==> config.mk <==
export PLATFORM = sky130hd
export DESIGN_NAME = rsa_modular_exponentiation
export DESIGN_NICKNAME = d
export VERILOG_FILES = /design/src/rtl/core/rme_pkg.sv /design/src/rtl/core/rme_mulmod.sv /design/src/rtl/core/rsa_modular_exponentiation.sv
export SDC_FILE = /design/constraint.sdc
export NUM_CORES = 1
export LEC_CHECK = 0
export ABC_AREA = 1
export CAP_MARGIN = 40
export CORE_ASPECT_RATIO = 0.5
export CORE_MARGIN = 2
export CORE_UTILIZATION = 45
export CTS_CLUSTER_SIZE = 25
export DETAILED_ROUTE_END_ITERATION = 8
export DONT_BUFFER_PORTS = 1
export PLACE_DENSITY = 0.6
export SLEW_MARGIN = 30
export SYNTH_ARGS = -nofsm -noshare
export SYNTH_HDL_FRONTEND = slang
export SYNTH_SLANG_ARGS = --single-unit
==> constraint.sdc <==
create_clock -name aclk -period 5.6 [get_ports aclk]
set_input_delay 0 -clock aclk [delete_from_list [all_inputs] [get_ports aclk]]
set_output_delay 0 -clock aclk [all_outputs]
set_load 0.05 [all_outputs]
==> src/rtl/core/rme_pkg.sv <==
package rme_pkg;

    // operand and result width
    localparam int WIDTH = 16;
    localparam int CNT_W = $clog2(WIDTH);

    // configuration port
    localparam int APB_DATA_W = 32;
    localparam int APB_ADDR_W = 3;

    // register index, taken from paddr[2]
    localparam logic REG_EXPONENT = 1'b0;
    localparam logic REG_MODULUS  = 1'b1;

    localparam logic [WIDTH-1:0] EXPONENT_RESET = WIDTH'(103);
    localparam logic [WIDTH-1:0] MODULUS_RESET  = WIDTH'(143);
    localparam logic [WIDTH-1:0] ONE            = WIDTH'(1);
    localparam logic [WIDTH-1:0] TWO            = WIDTH'(2);

    typedef enum logic [2:0] {
        ST_IDLE,
        ST_REDUCE,
        ST_CHECK,
        ST_MUL,
        ST_SQR,
        ST_DONE
    } state_t;

    // request to the shared modular multiplier
    typedef struct packed {
        logic             start;
        logic [WIDTH-1:0] op_a;
        logic [WIDTH-1:0] op_b;
        logic [WIDTH-1:0] modulus;
    } mm_req_t;

    // status from the shared modular multiplier
    typedef struct packed {
        logic             busy;
        logic             done;
        logic [WIDTH-1:0] product;
    } mm_stat_t;

endpackage

==> src/rtl/core/rme_mulmod.sv <==
// bit-serial interleaved modular multiply: product = (op_a * op_b) mod modulus
// op_a must be below modulus, one bit of op_b per cycle, msb first
module rme_mulmod
    import rme_pkg::*;
(
    input  logic     aclk,
    input  logic     aresetn,
    input  mm_req_t  req,
    output mm_stat_t stat
);

    logic             busy_reg, busy_next;
    logic             done_reg, done_next;
    logic [CNT_W-1:0] cnt_reg, cnt_next;
    logic [WIDTH-1:0] r_reg, r_next;
    logic [WIDTH-1:0] a_reg, a_next;
    logic [WIDTH-1:0] b_reg, b_next;
    logic [WIDTH-1:0] n_reg, n_next;

    logic [WIDTH:0] dbl;
    logic [WIDTH:0] dbl_red;
    logic [WIDTH:0] sum;
    logic [WIDTH:0] sum_red;
    logic [WIDTH:0] n_ext;

    always_comb begin
        n_ext   = {1'b0, n_reg};
        dbl     = {r_reg, 1'b0};
        dbl_red = (dbl >= n_ext) ? (dbl - n_ext) : dbl;
        sum     = dbl_red + (b_reg[WIDTH-1] ? {1'b0, a_reg} : '0);
        sum_red = (sum >= n_ext) ? (sum - n_ext) : sum;
    end

    always_comb begin
        busy_next = busy_reg;
        done_next = 1'b0;
        cnt_next  = cnt_reg;
        r_next    = r_reg;
        a_next    = a_reg;
        b_next    = b_reg;
        n_next    = n_reg;
        if (req.start) begin
            busy_next = 1'b1;
            cnt_next  = CNT_W'(WIDTH - 1);
            r_next    = '0;
            a_next    = req.op_a;
            b_next    = req.op_b;
            n_next    = req.modulus;
        end else if (busy_reg) begin
            r_next   = sum_red[WIDTH-1:0];
            b_next   = {b_reg[WIDTH-2:0], 1'b0};
            cnt_next = cnt_reg - CNT_W'(1);
            if (cnt_reg == '0) begin
                busy_next = 1'b0;
                done_next = 1'b1;
            end
        end
    end

    always_ff @(posedge aclk) begin
        if (!aresetn) begin
            busy_reg <= 1'b0;
            done_reg <= 1'b0;
            cnt_reg  <= '0;
        end else begin
            busy_reg <= busy_next;
            done_reg <= done_next;
            cnt_reg  <= cnt_next;
        end
        r_reg <= r_next;
        a_reg <= a_next;
        b_reg <= b_next;
        n_reg <= n_next;
    end

    assign stat.busy    = busy_reg;
    assign stat.done    = done_reg;
    assign stat.product = r_reg;

endmodule

==> src/rtl/core/rsa_modular_exponentiation.sv <==
// sequence: one reduce of c, then for each exponent bit up to its top one a multiply
//   (bit set only) and a square; a modulus below two answers 0 without any multiply
// throughput: one word at a time; every modular multiply runs on the
//   single bit-serial multiplier, and that unit sets the rate
// reset: synchronous active-low aresetn; exponent 103, modulus 143, channels empty
module rsa_modular_exponentiation
    import rme_pkg::*;
(
    input  logic                  aclk,
    input  logic                  aresetn,
    // input channel, tdata: ciphertext [15:0]
    input  logic                  s_tvalid,
    output logic                  s_tready,
    input  logic [WIDTH-1:0]      s_tdata,
    // result channel, tdata: plaintext [15:0]
    output logic                  m_tvalid,
    input  logic                  m_tready,
    output logic [WIDTH-1:0]      m_tdata,
    // configuration port
    input  logic                  psel,
    input  logic                  penable,
    input  logic                  pwrite,
    input  logic [APB_ADDR_W-1:0] paddr,
    input  logic [APB_DATA_W-1:0] pwdata,
    output logic [APB_DATA_W-1:0] prdata,
    output logic                  pready
);

    // configuration registers
    logic [WIDTH-1:0] exponent_reg, exponent_next;
    logic [WIDTH-1:0] modulus_reg, modulus_next;
    logic             cfg_write;

    // sequencer state and working values
    state_t           state_reg, state_next;
    logic [WIDTH-1:0] acc_reg, acc_next;     // running result
    logic [WIDTH-1:0] base_reg, base_next;   // c^(2^k) mod n
    logic [WIDTH-1:0] d_reg, d_next;         // exponent bits still to go
    logic [WIDTH-1:0] n_reg, n_next;         // modulus snapshot for this word
    logic [WIDTH-1:0] m_tdata_reg, m_tdata_next;
    logic             m_valid_reg, m_valid_next;

    // sequencer outputs
    logic             accept;
    logic             out_load;
    logic             small_mod;
    mm_req_t          mm_req;
    mm_stat_t         mm_stat;

    // ---------------- configuration port ----------------
    assign pready    = 1'b1;
    assign cfg_write = psel & penable & pwrite & pready;

    always_comb begin
        exponent_next = exponent_reg;
        modulus_next  = modulus_reg;
        if (cfg_write) begin
            case (paddr[2])
                REG_EXPONENT: exponent_next = pwdata[WIDTH-1:0];
                REG_MODULUS:  modulus_next  = pwdata[WIDTH-1:0];
                default:      exponent_next = exponent_reg;
            endcase
        end
    end

    always_comb begin
        case (paddr[2])
            REG_EXPONENT: prdata = APB_DATA_W'(exponent_reg);
            REG_MODULUS:  prdata = APB_DATA_W'(modulus_reg);
            default:      prdata = '0;
        endcase
    end

    // ---------------- shared modular multiplier ----------------
    rme_mulmod u_mulmod (
        .aclk    (aclk),
        .aresetn (aresetn),
        .req     (mm_req),
        .stat    (mm_stat)
    );

    // ---------------- sequencer: next state ----------------
    assign small_mod = (modulus_reg < TWO);

    always_comb begin
        state_next = state_reg;
        case (state_reg)
            ST_IDLE: begin
                // modulus below two answers 0 without any multiply
                if (s_tvalid)
                    state_next = small_mod ? ST_DONE : ST_REDUCE;
            end
            ST_REDUCE: begin
                if (mm_stat.done)
                    state_next = ST_CHECK;
            end
            ST_CHECK: begin
                if (d_reg == '0)
                    state_next = ST_DONE;
                else if (d_reg[0])
                    state_next = ST_MUL;
                else
                    state_next = ST_SQR;
            end
            ST_MUL: begin
                if (mm_stat.done)
                    state_next = ST_SQR;
            end
            ST_SQR: begin
                if (mm_stat.done)
                    state_next = ST_CHECK;
            end
            ST_DONE: begin
                // wait for the output register to free up
                if (!m_valid_reg || m_tready)
                    state_next = ST_IDLE;
            end
            default: state_next = ST_IDLE;
        endcase
    end

    // ---------------- sequencer: outputs ----------------
    always_comb begin
        accept         = 1'b0;
        out_load       = 1'b0;
        mm_req.start   = 1'b0;
        mm_req.op_a    = acc_reg;
        mm_req.op_b    = base_reg;
        mm_req.modulus = n_reg;
        case (state_reg)
            ST_IDLE: begin
                accept = s_tvalid;
                // first pass reduces c: (1 * c) mod n
                mm_req.start   = s_tvalid & ~small_mod;
                mm_req.op_a    = ONE;
                mm_req.op_b    = s_tdata;
                mm_req.modulus = modulus_reg;
            end
            ST_CHECK: begin
                if (d_reg != '0) begin
                    mm_req.start = 1'b1;
                    if (!d_reg[0])
                        mm_req.op_a = base_reg;
                end
            end
            ST_MUL: begin
                // chain straight into the square
                mm_req.start = mm_stat.done;
                mm_req.op_a  = base_reg;
            end
            ST_DONE: begin
                out_load = ~m_valid_reg | m_tready;
            end
            default: accept = 1'b0;
        endcase
    end

    // ---------------- working values ----------------
    always_comb begin
        acc_next     = acc_reg;
        base_next    = base_reg;
        d_next       = d_reg;
        n_next       = n_reg;
        m_tdata_next = m_tdata_reg;
        m_valid_next = m_valid_reg;

        if (accept) begin
            acc_next = small_mod ? '0 : ONE;
            d_next   = exponent_reg;
            n_next   = modulus_reg;
        end

        if (mm_stat.done) begin
            case (state_reg)
                ST_REDUCE: base_next = mm_stat.product;
                ST_MUL:    acc_next  = mm_stat.product;
                ST_SQR: begin
                    base_next = mm_stat.product;
                    d_next    = d_reg >> 1;
                end
                default:   base_next = base_reg;
            endcase
        end

        if (m_tready)
            m_valid_next = 1'b0;
        if (out_load) begin
            m_tdata_next = acc_reg;
            m_valid_next = 1'b1;
        end
    end

    always_ff @(posedge aclk) begin
        if (!aresetn) begin
            exponent_reg <= EXPONENT_RESET;
            modulus_reg  <= MODULUS_RESET;
            state_reg    <= ST_IDLE;
            m_valid_reg  <= 1'b0;
        end else begin
            exponent_reg <= exponent_next;
            modulus_reg  <= modulus_next;
            state_reg    <= state_next;
            m_valid_reg  <= m_valid_next;
        end
        acc_reg     <= acc_next;
        base_reg    <= base_next;
        d_reg       <= d_next;
        n_reg       <= n_next;
        m_tdata_reg <= m_tdata_next;
    end

    assign s_tready = (state_reg == ST_IDLE);
    assign m_tvalid = m_valid_reg;
    assign m_tdata  = m_tdata_reg;

    // ---------------- assertions ----------------

    // the multiplier is never left running while a new word can come in
    assert property (@(posedge aclk) disable iff (!aresetn)
        (state_reg == ST_IDLE) |-> !mm_stat.busy)
        else $error("multiplier busy while idle");

    // a finished multiply only lands in a state that waits for one
    assert property (@(posedge aclk) disable iff (!aresetn)
        mm_stat.done |-> (state_reg == ST_REDUCE || state_reg == ST_MUL ||
                          state_reg == ST_SQR))
        else $error("multiply result with no consumer");

    // operands stay reduced between multiplies
    assert property (@(posedge aclk) disable iff (!aresetn)
        (state_reg == ST_CHECK) |-> (acc_reg < n_reg && base_reg < n_reg))
        else $error("operand not reduced");

    // every new result is below the modulus, or 0 for a modulus below two
    assert property (@(posedge aclk) disable iff (!aresetn)
        $rose(m_valid_reg) |-> (m_tdata_reg < n_reg || m_tdata_reg == '0))
        else $error("result out of range");

endmodule
==> impl_metrics.py, run 1 <==
metrics = {
    "outcome": {
        "status": "finished, final reports clean",
    },
    "worst_setup_path": {
        "path_depth": 33,
        "reg2reg_depth": 33,
        "crit_end": "u_mulmod.r_reg[14]",
        "cp-end-kind": "flip-flop",
        "worst_ep_arrival_time_ps": 5640,
        "cp.buffers_inverters": 7,
        "timing.critical_path.slowest_stage_cell": "fa_1",
        "cp-start-kind": "flip-flop",
        "rrSetupSlack_ps": 360,
        "crit_top_cell": "nand2_1",
        "crit_family": "simple AND/OR/NAND/NOR gates",
        "worstPathMaxFanout": 12,
        "reg2reg_from": "u_mulmod.n_reg[1]",
        "cp-startpoint": "u_mulmod.n_reg[1]",
        "path_class": "flip-flop to flip-flop",
        "worst_path_largest_cell_delay_ps": 400,
        "required_ps": 6000,
        "reg2reg_to": "u_mulmod.r_reg[14]",
    },
    "clock_network": {
        "cts.htree.levels": 4,
        "clkLatencyLatePin_ps": 450,
        "cts_made_buffers": 17,
        "cts.clk_slew.worst_paths_ps": 80,
        "cts_tree": "yes",
        "cts_num_sinks": 186,
        "root_buffer": "clkbuf_16",
        "clock_path_buffers": 2,
    },
    "timing": {
        "rsz0062_at_grt": "false",
        "fin_ws_ps": 359.8,
        "tightest_slew_ps": 770.1,
        "setup_viol": 0,
        "finalCritPeriodShare_pct": 93.57,
        "slew_headroom_pct": 48.61,
        "final.setup.tns_ps": 0,
        "fin_hold_ws_ps": 14.66,
        "slew_viol_final": 0,
        "fin_skew_ps": 14.10,
        "period_needed_ps": 5240,
        "fmax_mhz": 190.8,
        "hold_violations": 0,
    },
    "placed_design": {
        "pre_cts_slack_ps": 301.7,
        "dp_hpwl_um": 20260,
        "port-buffer-count": 0,
        "place_congestion": 0.9149,
    },
    "yosys": {
        "ys_async_sr_fraction_pct": 0,
        "synth.area.top_cells": "edfxtp_1, dfxtp_1, nand2_1",
        "yosys.area.top_type_share_pct": 27.41,
        "synthCells": 1337,
        "ys_warn_count": 0,
        "synth.avg_cell_area_um2": 7.867,
        "netlist_area_mm2": 0.01052,
        "yosysSeqAreaShare_pct": 44.54,
        "synth.largest_area_cell": "edfxtp_1",
        "synth_cell_types": 51,
        "synth_seq_cells": 186,
        "synth_edf_count": 96,
        "synth_ff_type": "edfxtp_1",
    },
    "power": {
        "ir_drop_mv": 0.3310,
        "net-switching-power_w": 0.004068,
        "power_leakage_nw": 5.443,
        "clkPwrFrac_pct": 13.7,
        "switching_share_pct": 48.73,
        "power_density_mw_per_mm2": 693.9,
        "power_frac_seq_pct": 23.7,
        "combPwrFrac_pct": 62.6,
        "intPower_w": 0.004280,
        "p_total_w": 0.008348,
    },
    "run": {
        "drv_cap": 0,
    },
    "global_routing": {
        "track_usage_pct": 22.45,
        "grt_max_degree": 66,
        "overflow": 0,
        "grt_pass1_wl_um": 43610,
        "antenna_found_initial": 0,
        "grt_pass1_vias": 8476,
    },
    "finish": {
        "synthToLayoutAreaGrowth_pct": 14.39,
        "fin_util_pct": 52.57,
        "drive_gt1_share_pct": 9.517,
        "num-nets-final": 1506,
        "fillers": 2170,
        "num_antenna_cells": 0,
    },
    "drt": {
        "dr.first_iter.drc_count": 746,
        "wirelength_um": 26650,
        "viasPerCell": 5.163,
        "vias": 8854,
        "dr.pass1.iters": 5,
        "postRouteAntennaNets": 0,
        "drt-wirelength-per-cell_um": 15.54,
        "drc": 0,
    },
    "floorplan": {
        "rows": 39,
        "core_mm2": 0.02289,
        "ios": 109,
        "chipWidth_um": 220.2,
        "start_util_pct": 45.96,
        "die_h_um": 112.1,
        "die_area_mm2": 0.02469,
    },
    "worst_hold_path": {
        "min-delay-start": "aresetn",
        "hp-class": "input pin to flip-flop",
    },
}
## worst register-to-register path: cells and delay by family, from the launching register on
family	cells	cell delay, ps
AO/OA/AOI/OAI	5	750
XOR/XNOR	1	140
adder cells (fa/ha/maj)	5	1390
buffers and inverters	7	730
flip-flops	1	330
AND/OR/NAND/NOR	15	1870
## area by class of cell
cell class | instances | area (um2) | area share [%]
flip-flops and latches | 186 | 4684 | 38.94
clock buffers | 18 | 429.2 | 3.567
repair buffers | 86 | 792.0 | 6.583
inverters | 177 | 673.1 | 5.595
well taps | 307 | 384.1 | 3.193
multi-input cells | 927 | 4951 | 41.15
clock inverters | 14 | 117.6 | 0.9775
## stage by stage
step	instance area, um2	instances
after detailed placement	10950	1635
after global placement	10820	1621
after CTS	11930	1710
after floorplan	10570	1352
final	12030	1715
after global routing	12030	1715
## cell families after synthesis
family / after synthesis / share of synthesized area [%]
buffers and inverters: 239 / 9.481
XOR/XNOR: 36 / 2.998
AO/OA/AOI/OAI: 262 / 13.25
flip-flops: 186 / 44.54
AND/OR/NAND/NOR: 559 / 23.14
adder cells (fa/ha/maj): 53 / 6.519
other: 2 / 0.07140
## routing by layer
layer / global-route usage, % / share of wire [%]
met3: 4.282 / 4.6
met5: 0 / 0
met2: 33.77 / 43
met1: 33.48 / 51
met4: 4.787 / 1.1
## worst min-delay path by stage
stage	endpoint	cells past startpoint
2_1_floorplan	exponent_reg[0]	2
6_report	exponent_reg[5]	2
3_5_place_dp	exponent_reg[6]	1
3_3_place_gp	exponent_reg[6]	1
4_1_cts	exponent_reg[1]	4
5_1_grt	exponent_reg[0]	2
## power groups by stage
stage	clock network [W]	logic (W)	registers [W]
after floorplan	0	0.00385	0.00195
after global placement	0	0.00491	0.00199
after detailed placement	0	0.00499	0.00200
after CTS	0.00117	0.00504	0.00198
after global routing	0.00122	0.00589	0.00201
final	0.00115	0.00523	0.00197
## placed cells by master, fill, tap and decap left out, types with 16 or more instances in the layout
master and instances:
nand2_1 318, inv_1 166, o21ai_0 125, nor2_1 107, edfxtp_1 96, dfxtp_1 90
nand3_1 63, a21oi_1 62, ha_1 49, dlygate4sd3_1 42, buf_4 38, o21ai_1 31
nand4_1 23, xor2_1 23, a31oi_1 21, conb_1 17, clkbuf_16 17, nand2_2 16
## Yosys cell counts (all sizes together) (24+ instances only)
library cell    n
nand2         338
inv           176
o21ai         160
nor2          116
edfxtp         96
dfxtp          90
a21oi          68
nand3          65
ha             50
clkbuf         32
buf            30
xor2           26
nand4          24
## repair_timing
item / 4_1_cts / 5_1_grt
setup endpoints to repair: 0 / 16
gates resized for setup: 0 / 13
buffers inserted: 0 / 5
hold buffers: 43 / 0
endpoints found under the hold margin: 57 / 0
No activity file was read; power rests on OpenSTA's default activity.
==> run 2, diff against run 1 <==
--- a/config.mk
+++ b/config.mk
@@ -7,13 +7,15 @@
 export LEC_CHECK = 0
 export ABC_AREA = 1
 export CAP_MARGIN = 40
+export CELL_PAD_IN_SITES_DETAIL_PLACEMENT = 1
+export CELL_PAD_IN_SITES_GLOBAL_PLACEMENT = 1
 export CORE_ASPECT_RATIO = 0.5
 export CORE_MARGIN = 2
 export CORE_UTILIZATION = 45
 export CTS_CLUSTER_SIZE = 25
 export DETAILED_ROUTE_END_ITERATION = 8
 export DONT_BUFFER_PORTS = 1
-export PLACE_DENSITY = 0.6
+export PLACE_DENSITY = 0.76
 export SLEW_MARGIN = 30
 export SYNTH_ARGS = -nofsm -noshare
 export SYNTH_HDL_FRONTEND = slang
==> run 2 against run 1 <==
Fmax is essentially flat. Combinational power grew 5.2%. Sequential power is essentially flat. Critical path depth shrank 3. Global-route usage grew 6.6 points. Cell area grew 1.6%. Worst hold slack lost 2.8 ps. Flip-flop and latch count is the same. Clock skew grew 2.4 ps. Critical path type unchanged.
==> impl_metrics.py, run 2 (synthesis results as in run 1) <==
metrics = {
    "global_routing": {
        "overflow": 0,
        "antenna_found_initial": 5,
        "grt_max_degree": 65,
        "track_usage_pct": 29.07,
        "grt_pass1_vias": 9849,
        "grt_pass1_wl_um": 54770,
    },
    "worst_setup_path": {
        "reg2reg_from": "u_mulmod.n_reg[8]",
        "cp-end-kind": "flip-flop",
        "required_ps": 5940,
        "timing.critical_path.slowest_stage_cell": "fa_1",
        "reg2reg_depth": 30,
        "reg2reg_to": "u_mulmod.r_reg[0]",
        "worst_path_largest_cell_delay_ps": 430,
        "rrSetupSlack_ps": 360,
        "crit_top_cell": "nand2_1",
        "worst_ep_arrival_time_ps": 5580,
        "path_class": "flip-flop to flip-flop",
        "cp-start-kind": "flip-flop",
        "worstPathMaxFanout": 16,
    },
    "drt": {
        "vias": 9572,
        "viasPerCell": 5.555,
        "dr.pass1.iters": 5,
        "drc": 0,
        "drt-wirelength-per-cell_um": 20.43,
        "dr.first_iter.drc_count": 749,
        "wirelength_um": 35200,
        "postRouteAntennaNets": 0,
    },
    "clock_network": {
        "clock_path_buffers": 2,
        "cts.clk_slew.worst_paths_ps": 70,
        "root_buffer": "clkbuf_16",
        "clkLatencyLatePin_ps": 450,
        "cts_num_sinks": 186,
        "cts.htree.levels": 4,
        "cts_tree": "yes",
        "cts_made_buffers": 17,
    },
    "placed_design": {
        "place_congestion": 0.9049,
        "placed_area_mm2": 0.01099,
        "pre_cts_slack_ps": 242.5,
        "dp_hpwl_um": 24600,
        "port-buffer-count": 0,
    },
    "timing": {
        "slew_viol_final": 0,
        "fmax_mhz": 190.9,
        "slew_headroom_pct": 43.97,
        "period_needed_ps": 5238,
        "finalCritPeriodShare_pct": 93.53,
        "tightest_slew_ps": 838.5,
        "final.setup.tns_ps": 0,
        "hold_violations": 0,
        "fin_ws_ps": 362.3,
        "fin_skew_ps": 16.54,
        "setup_viol": 0,
    },
    "worst_hold_path": {
        "hp-class": "input pin to flip-flop",
        "min-delay-start": "aresetn",
        "hold_depth": 2,
        "hold_path_end": "exponent_reg[5]",
    },
    "run": {
        "drv_cap": 0,
    },
    "power": {
        "net-switching-power_w": 0.004371,
        "switching_share_pct": 49.91,
        "power_leakage_nw": 5.484,
        "power_density_mw_per_mm2": 716.8,
        "combPwrFrac_pct": 62.8,
        "power_frac_seq_pct": 22.8,
        "ir_drop_mv": 0.3601,
        "intPower_w": 0.004387,
        "clkPwrFrac_pct": 14.4,
    },
    "finish": {
        "postLayoutCellArea_mm2": 0.01222,
        "layout_common_cells": "nand2_1, inv_1, o21ai_0, nor2_1, edfxtp_1",
        "drive_gt1_share_pct": 10.48,
        "final_common_cell": "nand2_1",
        "ff_latch_area_mm2": 0.004684,
        "synthToLayoutAreaGrowth_pct": 16.17,
        "num-nets-final": 1510,
        "multiInputGateArea_mm2": 0.005025,
        "fillers": 2763,
        "fin_util_pct": 53.39,
    },
    "floorplan": {
        "die_area_mm2": 0.02469,
        "ios": 109,
        "start_util_pct": 45.96,
        "die_h_um": 112.1,
        "chipWidth_um": 220.2,
        "rows": 39,
        "core_mm2": 0.02289,
    },
    "outcome": {
        "status": "finished, final reports clean",
    },
}
## run 2: changes by cell type in the layout (fill, tap and decap cells not counted), sizes merged
cell	previous run	this run
clkbuf	18	22
clkinvlp	3	1
dlygate4sd3	42	44
diode	0	4
buf	44	46
inv	180	181
clkinv	8	5
## run 2: per-stage QoR
stage | instances | hold slack [ps] | total power (W)
3_3_place_gp | 1622 | 88.49 | 0.006980
6_report | 1723 | 11.88 | 0.008758
3_5_place_dp | 1639 | 92.15 | 0.007227
2_1_floorplan | 1352 | 126.3 | 0.005795
4_1_cts | 1716 | 9.143 | 0.008538
5_1_grt | 1722 | 22.59 | 0.009443
## run 2: what timing repair did
action	4_1_cts	5_1_grt
setup buffers	0	2
hold buffers	45	0
setup endpoints to repair	0	16
hold endpoints to repair	60	0
resized for setup	0	30
## run 2: routing by layer
metal / routed length, um / GRT usage [%] / part of all wire (%) / up-vias
li1: - / - / - / 4501
met2: 16560 / 47.29 / 47 / 267
met5: 13 / 0 / 0.037 / -
met1: 15750 / 38.51 / 45 / 4734
met3: 1839 / 5.745 / 5.2 / 68
met4: 1030 / 10.74 / 2.9 / 2
## run 2: worst max-delay path by stage
stage,startpoint,end,slack [ps],depth (start not counted)
2_1_floorplan,u_mulmod.n_reg[1],u_mulmod.r_reg[11],1140,33
3_3_place_gp,u_mulmod.n_reg[1],u_mulmod.r_reg[11],430,29
3_5_place_dp,u_mulmod.n_reg[1],u_mulmod.r_reg[14],240,31
4_1_cts,u_mulmod.n_reg[1],u_mulmod.r_reg[14],200,31
5_1_grt,u_mulmod.n_reg[2],u_mulmod.r_reg[14],-5,33
6_report,u_mulmod.n_reg[8],u_mulmod.r_reg[0],360,30
## run 2: power by group through the flow
stage | Clock (W) | Combinational (W) | Sequential [W]
final | 0.00126 | 0.00550 | 0.00200
after global routing | 0.00133 | 0.00609 | 0.00203
after CTS | 0.00127 | 0.00529 | 0.00199
after detailed placement | 0 | 0.00522 | 0.00201
after global placement | 0 | 0.00499 | 0.00199
after floorplan | 0 | 0.00385 | 0.00195
## run 2: critical path, delay by kind of cell (launching register included)
kind | cells | cell delay [ps]
compound gates | 5 | 820
xor+xnor | 1 | 250
fa+ha+maj | 3 | 1130
buf+inv | 6 | 750
flops | 1 | 370
simple gates | 15 | 1780
## run 2: cell type report
class	instances	share of cell area, %
multi-input combinational	927	41.13
tap	307	3.144
antenna	4	0.08193
clock buffer	22	4.240
timing repair buffer	90	6.800
sequential	186	38.34
inverter	177	5.509
clock inverter	10	0.7578
